--- config.mk ---
export PLATFORM = sky130hd
export DESIGN_NAME = tga_truecolor_stream_decoder_core
export DESIGN_NICKNAME = d
export VERILOG_FILES = /design/src/rtl/tgad_pkg.sv /design/src/rtl/tgad_parser.sv /design/src/rtl/tga_truecolor_stream_decoder_core.sv
export SDC_FILE = /design/constraint.sdc
export NUM_CORES = 1
export LEC_CHECK = 0
export ABC_AREA = 1
export BUFFER_PORTS_ARGS = -buffer_cell sky130_fd_sc_hd__buf_2
export CORE_ASPECT_RATIO = 1.2
export CORE_MARGIN = 1.5
export CORE_UTILIZATION = 26
export DETAILED_ROUTE_END_ITERATION = 12
export GPL_TIMING_DRIVEN = 0
export PLACE_DENSITY = 0.49
export SKIP_CTS_REPAIR_TIMING = 1
export SYNTH_ARGS = -nofsm -noshare
export SYNTH_HDL_FRONTEND = slang
export SYNTH_SLANG_ARGS = --single-unit
--- constraint.sdc ---
create_clock -name clk -period 5.6 [get_ports clk]
set_clock_uncertainty 0.1 [all_clocks]
set_input_delay 0.56 -clock clk [delete_from_list [all_inputs] [get_ports clk]]
set_output_delay 0.56 -clock clk [all_outputs]
set_load 0.01 [all_outputs]
--- src/rtl/tgad_pkg.sv ---
`default_nettype none
package tgad_pkg;

	localparam int ADDR_BITS  = 20;
	localparam int PIX_ADDR_W = 20;
	localparam int ADDR_SUM_W = ((ADDR_BITS > 16) ? ADDR_BITS : 16) + 1;
	localparam logic [32:0] SIZE_LIMIT = 33'd1 << ADDR_BITS;

	// header byte offsets
	localparam logic [4:0] HB_ID_LEN = 5'd0;
	localparam logic [4:0] HB_TYPE   = 5'd2;
	localparam logic [4:0] HB_W_LO   = 5'd12;
	localparam logic [4:0] HB_W_HI   = 5'd13;
	localparam logic [4:0] HB_H_LO   = 5'd14;
	localparam logic [4:0] HB_H_HI   = 5'd15;
	localparam logic [4:0] HB_BPP    = 5'd16;
	localparam logic [4:0] HB_DESC   = 5'd17;

	localparam logic [7:0] BPP_24          = 8'd24;
	localparam logic [7:0] BPP_32          = 8'd32;
	localparam logic [7:0] TYPE_TRUECOLOR  = 8'd2;
	localparam logic [7:0] ALPHA_OPAQUE    = 8'hFF;
	localparam int         DESC_ORIGIN_BIT = 5;

	typedef enum logic [1:0] {
		PH_HEADER,
		PH_IDSKIP,
		PH_PIXELS,
		PH_IDLE
	} phase_t;

	typedef enum logic [1:0] {
		KIND_PIXEL  = 2'd0,
		KIND_HEADER = 2'd1,
		KIND_ERROR  = 2'd2
	} kind_t;

	typedef enum logic [1:0] {
		ERR_BPP      = 2'd0,
		ERR_TYPE     = 2'd1,
		ERR_TOO_LARGE = 2'd2
	} err_t;

	typedef struct packed {
		kind_t                  kind;
		logic [PIX_ADDR_W-1:0]  pixel_address;
		logic [31:0]            pixel_bgra;
		logic [15:0]            image_width;
		logic [15:0]            image_height;
		err_t                   error_code;
		logic                   last_pixel;
	} result_t;

endpackage
`default_nettype wire

--- src/rtl/tgad_parser.sv ---
`default_nettype none
module tgad_parser (
	input  wire logic              clk,
	input  wire logic              arst_n,
	input  wire logic              step,
	input  wire logic [7:0]        data_byte,
	input  wire logic              file_start,
	input  wire logic              flip_polarity,
	output logic                   res_valid,
	output tgad_pkg::result_t      res
);

	tgad_pkg::phase_t                   phase_q, phase_cur, phase_n;
	logic [4:0]                         hcnt_q, hcnt_cur, hcnt_n;
	logic [7:0]                         id_left_q, id_left_n;
	logic [7:0]                         itype_q, itype_n;
	logic [7:0]                         bpp_q, bpp_n;
	logic [7:0]                         desc_q, desc_n;
	logic [15:0]                        width_q, width_n;
	logic [15:0]                        height_q, height_n;
	logic [31:0]                        size_q;
	logic                               size_ld;
	logic [23:0]                        accum_q, accum_n, accum_upd;
	logic [1:0]                         bip_q, bip_n;
	logic [15:0]                        column_q, column_n;
	logic [15:0]                        rows_left_q, rows_left_n;
	logic [tgad_pkg::ADDR_BITS-1:0]     row_base_q, row_base_n;

	logic [7:0]                         desc_eff;
	logic                               bottom_up;
	logic [31:0]                        size_minus_w;
	logic [tgad_pkg::ADDR_BITS-1:0]     begin_base;
	logic                               too_large;
	logic [tgad_pkg::ADDR_SUM_W-1:0]    addr_sum;
	logic [tgad_pkg::ADDR_BITS-1:0]     addr_m;
	logic [16:0]                        col_inc;
	logic                               last;
	logic                               row_wrap;
	logic                               is32;
	logic                               emit_pix;
	logic [31:0]                        pix;

	assign phase_cur = file_start ? tgad_pkg::PH_HEADER : phase_q;
	assign hcnt_cur  = file_start ? 5'd0 : hcnt_q;

	// descriptor arrives on the same byte that may start the pixel phase
	assign desc_eff     = (phase_cur == tgad_pkg::PH_HEADER) ? data_byte : desc_q;
	assign bottom_up    = desc_eff[tgad_pkg::DESC_ORIGIN_BIT] ^ flip_polarity;
	assign size_minus_w = size_q - {16'd0, width_q};
	assign begin_base   = bottom_up ? size_minus_w[tgad_pkg::ADDR_BITS-1:0] : '0;
	assign too_large    = {1'b0, size_q} > tgad_pkg::SIZE_LIMIT;

	assign addr_sum = tgad_pkg::ADDR_SUM_W'(row_base_q) + tgad_pkg::ADDR_SUM_W'(column_q);
	assign addr_m   = addr_sum[tgad_pkg::ADDR_BITS-1:0];
	assign col_inc  = {1'b0, column_q} + 17'd1;
	assign last     = (rows_left_q == 16'd1) && (col_inc == {1'b0, width_q});
	assign row_wrap = col_inc >= {1'b0, width_q};
	assign is32     = (bpp_q == tgad_pkg::BPP_32);

	always_comb begin
		accum_upd = accum_q;
		case (bip_q)
			2'd0: accum_upd[7:0] = data_byte;
			2'd1: accum_upd[15:8] = data_byte;
			default: accum_upd[23:16] = data_byte;
		endcase
	end

	always_comb begin
		phase_n     = phase_cur;
		hcnt_n      = hcnt_cur;
		id_left_n   = id_left_q;
		itype_n     = itype_q;
		bpp_n       = bpp_q;
		desc_n      = desc_q;
		width_n     = width_q;
		height_n    = height_q;
		size_ld     = 1'b0;
		accum_n     = accum_q;
		bip_n       = bip_q;
		column_n    = column_q;
		rows_left_n = rows_left_q;
		row_base_n  = row_base_q;
		emit_pix    = 1'b0;
		pix         = '0;
		res_valid   = 1'b0;
		res         = '0;

		case (phase_cur)
			tgad_pkg::PH_HEADER: begin
				case (hcnt_cur)
					tgad_pkg::HB_ID_LEN: id_left_n = data_byte;
					tgad_pkg::HB_TYPE:   itype_n = data_byte;
					tgad_pkg::HB_W_LO:   width_n[7:0] = data_byte;
					tgad_pkg::HB_W_HI:   width_n[15:8] = data_byte;
					tgad_pkg::HB_H_LO:   height_n[7:0] = data_byte;
					tgad_pkg::HB_H_HI:   height_n[15:8] = data_byte;
					tgad_pkg::HB_BPP: begin
						bpp_n   = data_byte;
						size_ld = 1'b1;
					end
					tgad_pkg::HB_DESC:   desc_n = data_byte;
					default: ;
				endcase
				if (hcnt_cur != tgad_pkg::HB_DESC) begin
					hcnt_n = hcnt_cur + 5'd1;
				end else begin
					hcnt_n    = 5'd0;
					res_valid = 1'b1;
					if (bpp_q != tgad_pkg::BPP_24 && bpp_q != tgad_pkg::BPP_32) begin
						phase_n        = tgad_pkg::PH_IDLE;
						res.kind       = tgad_pkg::KIND_ERROR;
						res.error_code = tgad_pkg::ERR_BPP;
					end else if (itype_q != tgad_pkg::TYPE_TRUECOLOR) begin
						phase_n        = tgad_pkg::PH_IDLE;
						res.kind       = tgad_pkg::KIND_ERROR;
						res.error_code = tgad_pkg::ERR_TYPE;
					end else if (too_large) begin
						phase_n        = tgad_pkg::PH_IDLE;
						res.kind       = tgad_pkg::KIND_ERROR;
						res.error_code = tgad_pkg::ERR_TOO_LARGE;
					end else begin
						res.kind         = tgad_pkg::KIND_HEADER;
						res.image_width  = width_q;
						res.image_height = height_q;
						if (id_left_q != 8'd0) begin
							phase_n = tgad_pkg::PH_IDSKIP;
						end else begin
							column_n    = '0;
							bip_n       = '0;
							accum_n     = '0;
							rows_left_n = height_q;
							row_base_n  = begin_base;
							phase_n     = (size_q == 32'd0) ? tgad_pkg::PH_IDLE
							                                : tgad_pkg::PH_PIXELS;
						end
					end
				end
			end
			tgad_pkg::PH_IDSKIP: begin
				id_left_n = id_left_q - 8'd1;
				if (id_left_q == 8'd1) begin
					column_n    = '0;
					bip_n       = '0;
					accum_n     = '0;
					rows_left_n = height_q;
					row_base_n  = begin_base;
					phase_n     = (size_q == 32'd0) ? tgad_pkg::PH_IDLE
					                                : tgad_pkg::PH_PIXELS;
				end
			end
			tgad_pkg::PH_PIXELS: begin
				if (bip_q != 2'd3) begin
					accum_n = accum_upd;
					bip_n   = bip_q + 2'd1;
					if (bip_q == 2'd2 && !is32) begin
						emit_pix = 1'b1;
						pix      = {tgad_pkg::ALPHA_OPAQUE, accum_upd};
					end
				end else begin
					emit_pix = 1'b1;
					pix      = {data_byte, accum_q};
				end
				if (emit_pix) begin
					accum_n           = '0;
					bip_n             = '0;
					res_valid         = 1'b1;
					res.kind          = tgad_pkg::KIND_PIXEL;
					res.pixel_address = tgad_pkg::PIX_ADDR_W'(addr_m);
					res.pixel_bgra    = pix;
					res.last_pixel    = last;
					if (row_wrap) begin
						column_n    = '0;
						rows_left_n = rows_left_q - 16'd1;
						if (bottom_up)
							row_base_n = row_base_q - tgad_pkg::ADDR_BITS'(width_q);
						else
							row_base_n = row_base_q + tgad_pkg::ADDR_BITS'(width_q);
					end else begin
						column_n = col_inc[15:0];
					end
					if (last)
						phase_n = tgad_pkg::PH_IDLE;
				end
			end
			default: ;
		endcase
	end

	always_ff @(posedge clk or negedge arst_n) begin
		if (!arst_n) begin
			phase_q     <= tgad_pkg::PH_HEADER;
			hcnt_q      <= '0;
			bip_q       <= '0;
			column_q    <= '0;
			rows_left_q <= '0;
		end else if (step) begin
			phase_q     <= phase_n;
			hcnt_q      <= hcnt_n;
			bip_q       <= bip_n;
			column_q    <= column_n;
			rows_left_q <= rows_left_n;
		end
	end

	always_ff @(posedge clk) begin
		if (step) begin
			id_left_q  <= id_left_n;
			itype_q    <= itype_n;
			bpp_q      <= bpp_n;
			desc_q     <= desc_n;
			width_q    <= width_n;
			height_q   <= height_n;
			accum_q    <= accum_n;
			row_base_q <= row_base_n;
			// width and height are complete once the bpp byte comes in
			if (size_ld)
				size_q <= 32'(width_q) * 32'(height_q);
		end
	end

endmodule
`default_nettype wire

--- src/rtl/tga_truecolor_stream_decoder_core.sv ---
// Streaming decoder for uncompressed true-color TGA files (image type 2, 24 or 32 bpp).
// Bytes enter one per cycle on in_valid/in_ready; file_start restarts the parse on that
// byte. After the 18-byte header the block returns one item: header accepted (width,
// height) or an error (bad bpp, bad type, image too large, first fault found wins).
// The ID field is skipped, then one pixel item per 3 or 4 bytes carries BGRA (alpha 255
// for 24 bpp) and its buffer address; last_pixel marks the end of the image. A byte is
// taken every cycle while out_ready is high; each byte passes an input register, the
// combinational parser update and a result register. The width*height product is
// formed on header byte 16 and checked on byte 17. flip_polarity chooses which value
// of descriptor bit 5 gives bottom-up rows; write it between files.
`default_nettype none
module tga_truecolor_stream_decoder_core (
	input  wire logic                            clk,
	input  wire logic                            arst_n,
	input  wire logic                            in_valid,
	output logic                                 in_ready,
	input  wire logic [7:0]                      data_byte,
	input  wire logic                            file_start,
	output logic                                 out_valid,
	input  wire logic                            out_ready,
	output logic [1:0]                           result_kind,
	output logic [tgad_pkg::PIX_ADDR_W-1:0]      pixel_address,
	output logic [31:0]                          pixel_bgra,
	output logic [15:0]                          image_width,
	output logic [15:0]                          image_height,
	output logic [1:0]                           error_code,
	output logic                                 last_pixel,
	input  wire logic                            cfg_wr_en,
	input  wire logic                            cfg_wr_data
);

	logic               flip_polarity_q;
	logic               valid_s1;
	logic [7:0]         data_s1;
	logic               start_s1;
	logic               proc;
	logic               res_valid;
	tgad_pkg::result_t  res;
	logic               out_valid_q;
	tgad_pkg::result_t  res_q;

	assign proc     = valid_s1 && (!out_valid_q || out_ready);
	assign in_ready = !valid_s1 || proc;

	always_ff @(posedge clk or negedge arst_n) begin
		if (!arst_n) begin
			flip_polarity_q <= 1'b0;
		end else if (cfg_wr_en) begin
			flip_polarity_q <= cfg_wr_data;
		end
	end

	always_ff @(posedge clk or negedge arst_n) begin
		if (!arst_n) begin
			valid_s1 <= 1'b0;
		end else if (in_ready) begin
			valid_s1 <= in_valid;
		end
	end

	always_ff @(posedge clk) begin
		if (in_ready && in_valid) begin
			data_s1  <= data_byte;
			start_s1 <= file_start;
		end
	end

	tgad_parser u_parser (
		.clk           (clk),
		.arst_n        (arst_n),
		.step          (proc),
		.data_byte     (data_s1),
		.file_start    (start_s1),
		.flip_polarity (flip_polarity_q),
		.res_valid     (res_valid),
		.res           (res)
	);

	always_ff @(posedge clk or negedge arst_n) begin
		if (!arst_n) begin
			out_valid_q <= 1'b0;
		end else if (proc) begin
			out_valid_q <= res_valid;
		end else if (out_ready) begin
			out_valid_q <= 1'b0;
		end
	end

	always_ff @(posedge clk) begin
		if (proc && res_valid)
			res_q <= res;
	end

	assign out_valid     = out_valid_q;
	assign result_kind   = res_q.kind;
	assign pixel_address = res_q.pixel_address;
	assign pixel_bgra    = res_q.pixel_bgra;
	assign image_width   = res_q.image_width;
	assign image_height  = res_q.image_height;
	assign error_code    = res_q.error_code;
	assign last_pixel    = res_q.last_pixel;

	// an empty result register always frees the input stage
	a_ready_when_empty: assert property (@(posedge clk) disable iff (!arst_n)
		!out_valid_q |-> in_ready)
		else $error("input stalled with empty result register");

	a_nonpixel_clean: assert property (@(posedge clk) disable iff (!arst_n)
		out_valid_q && res_q.kind != tgad_pkg::KIND_PIXEL |->
			res_q.pixel_bgra == 32'd0 && !res_q.last_pixel && res_q.pixel_address == '0)
		else $error("pixel fields set on non-pixel item");

	a_error_code_range: assert property (@(posedge clk) disable iff (!arst_n)
		out_valid_q && res_q.kind == tgad_pkg::KIND_ERROR |->
			res_q.error_code != 2'd3 && res_q.image_width == 16'd0)
		else $error("malformed error item");

endmodule
`default_nettype wire

==> results_dict.tcl <==
set metrics [dict create \
    outcome "complete, but fails checks" \
    violations "setup timing" \
    yosys.area_share.adder_pct 25.56 \
    ir_drop_mv 0.1872 \
    synth_top_family_by_area "adder cells" \
    die_area_sq_um 96240 \
    clk_latency_ps 570 \
    final_nets 3588 \
    synth.distinct_cells 52 \
    vias 20180 \
    antenna_found_initial 2 \
    tritoncts "done" \
    place_hpwl_microns 60830 \
    stdcell_count 4466 \
    clkTransAtPathRegs_ps 60 \
    yosys.area_share.simple_pct 19.09 \
    grt_pass1_wl_microns 115700 \
    synth_edf_count 231 \
    insertedDiodeCount 0 \
    routed_wl_microns 77930 \
    postRouteAntennaNets 0 \
    synth-seq-cells 275 \
    layout_commonest_cell "nand2_1" \
    drive_above_1_share_pct 13.77 \
    cp_max_fo 7 \
    cp-startpoint "u_parser.height_q[5]" \
    finalSetupViolCount 15 \
    finalPower_w 0.007801 \
    syn-cell-area_sq_um 24540 \
    ys.flop_type "edfxtp_1" \
    report.final.slew_viol_count 0 \
    synth.net_count 3376 \
    core_sq_um 93570 \
    num_io_pins 106 \
    min_period_over_period_pct 106.7 \
    yosysSeqAreaShare_pct 32.76 \
    post-route-drc-count 0 \
    endpoint_kind "register" \
    post_drt_wl_per_cell_microns 17.45 \
    cts_made_buffers 34 \
    preCtsSetupSlack_ps -1727 \
    synth-xor-area-share_pct 2.927 \
    hold_path.class "input port to register" \
    min_from "data_byte[6]" \
    track_usage_pct 15.69 \
    ctsRootBufferMaster "clkbuf_16" \
    die_w_microns 283.4 \
    htree_levels 2 \
    drt_first_pass_iters 5 \
    synthMuxAreaShare_pct 0.04079 \
    maxCapViolations 0 \
    maxSlewHeadroom_pct 5.180 \
    grt_overflow 0 \
    synth_compound_area_share_pct 8.581 \
    period_needed_ps 5973 \
    synth_area_per_cell_sq_um 8.240 \
    mostFrequentLayoutCells "nand2_1, inv_1, nor2_1" \
    num_rows 123 \
    postPlaceCellArea_sq_um 26730 \
    postLayoutCellArea_sq_um 29110 \
    layout_setup_ws_ps -373.2 \
    first_global_vias 19650 \
    syn_inst 2978 \
    async_flop_share_pct 16.00 \
    cp.required_ps 5800 \
    yosysWarnings 0 \
    io_buffer_count 105 \
    placed_cells 4339 \
    fmax_mhz 167.4 \
    path_class "register to register" \
    viasPerCell 4.519 \
    worst_pin_slew_ps 1413 \
    cts_num_sinks 275 \
    clk_path_buf_depth 3 \
    gp_congestion 0.9000 \
    powerDensity_nw_per_um2 268.0 \
    area_growth_pct 18.62 \
    hold_viol_final 0 \
    rsz0062_at_grt "yes" \
    initial_core_util_pct 26.22 \
    worst_ep_arrival_time_ps 6180 \
    cp-start-kind "register" \
    die-height_microns 339.5 \
    grt_max_degree 45 \
    leakage_nw 14.14 \
    drt_iter0_markers 1465 \
    timing.rr.start "u_parser.height_q[5]" \
]
final timing paths:
kind                                           endpoint  slack [ps]  depth (start not counted)
worst max-delay path                u_parser.size_q[29]        -370                         24
worst min-delay path                         data_s1[6]          80                          1
worst max register to register      u_parser.size_q[29]        -370                         24
worst min register to register  u_parser.rows_left_q[1]         370                          2
max in group asynchronous                      valid_s1        4520                          1
min in group asynchronous         u_parser.column_q[11]         120                          1
cell families after synthesis:
logic type,after synthesis
XOR/XNOR,82
multiplexers,1
buffers and inverters,706
adder cells (fa/ha/maj),383
flip-flops,275
AO/OA/AOI/OAI,385
AND/OR/NAND/NOR,1146
area by class of cell:
cell class,count,area [sq um]
fill,10120,64460
multi-input combinational,1997,14300
sequential,275,8038
inverter,605,2273
tap,1250,1564
timing repair buffer,203,1319
clock buffer,41,928.4
buffer,74,473.0
clock inverter,21,210.2
power by group:
part | switching [W] | internal, W
registers | 0.000215 | 0.00254
logic | 0.00186 | 0.000896
clock network | 0.000961 | 0.00133
cells in the mapped netlist (2+ instances only):
master	n	area, sq um
nand2_1	703	2639
inv_1	596	2237
nor2_1	245	919.6
edfxtp_1	231	6937
fa_1	197	3944
ha_1	186	2327
a21oi_1	165	825.8
o21ai_0	134	670.6
nand3_1	97	485.5
clkbuf_1	73	274.0
xor2_1	62	543.0
dfrtp_1	44	1101
nor3_1	32	160.2
nand4_1	29	181.4
xnor2_1	20	175.2
o22ai_1	16	100.1
a31oi_1	14	87.58
a21o_1	10	75.07
buf_1	10	37.54
buf_2	10	50.05
nand2_2	9	56.30
o21ai_1	9	45.04
inv_2	8	30.03
nor4_1	8	50.05
a21boi_0	6	45.04
o21bai_1	6	45.04
or2_2	6	37.54
buf_6	5	56.30
o211ai_1	5	37.54
o21a_1	5	37.54
nor2_2	4	25.02
o22ai_2	4	50.05
a22oi_1	3	22.52
buf_4	3	22.52
nand3b_1	3	22.52
o31ai_1	3	22.52
and3_1	2	12.51
per-stage QoR:
stage               TNS, ps  utilization (%)  hold WS, ps
floorplan                 0                -        164.4
global placement    -144070            28.46        360.1
detailed placement   -29710            28.57        357.9
CTS                  -30530            29.79        52.53
global route          -5938            31.11        60.90
finish                -3738            31.11        81.56
sequential cells by signal, summed over array words and instances, names as in the netlist, 16 cells and up:
signal and count:
u_parser.accum_q 24, pixel_bgra 32, pixel_address 20, u_parser.size_q 32
u_parser.rows_left_q 16, image_height 16, u_parser.height_q 16, image_width 16
u_parser.row_base_q 20, u_parser.column_q 16, u_parser.width_q 16
worst max-delay path, stage by stage, from the launching register on:
cell and delay [ps]:
edfxtp_1 580, buf_6 220, buf_2 160, nand2_1 70, inv_1 50, fa_1 510
inv_1 60, fa_1 500, fa_1 500, inv_1 50, fa_1 470, fa_1 500
inv_1 50, fa_1 540, inv_1 80, ha_4 270, inv_2 100, o21bai_4 70
nand2_1 80, nand2_2 90, a21oi_4 250, inv_1 70, nand2_1 80, nand3_2 100
xor2_1 160
routing by layer:
metal	share of wire [%]	up-vias	global-route usage, %
met3	4.6	104	2.144
met2	50	498	27.47
met5	0	-	0
met4	3.5	0	5.983
met1	42	9773	19.52
li1	-	9806	-
Note: power is estimated with default switching activity, not from simulation.
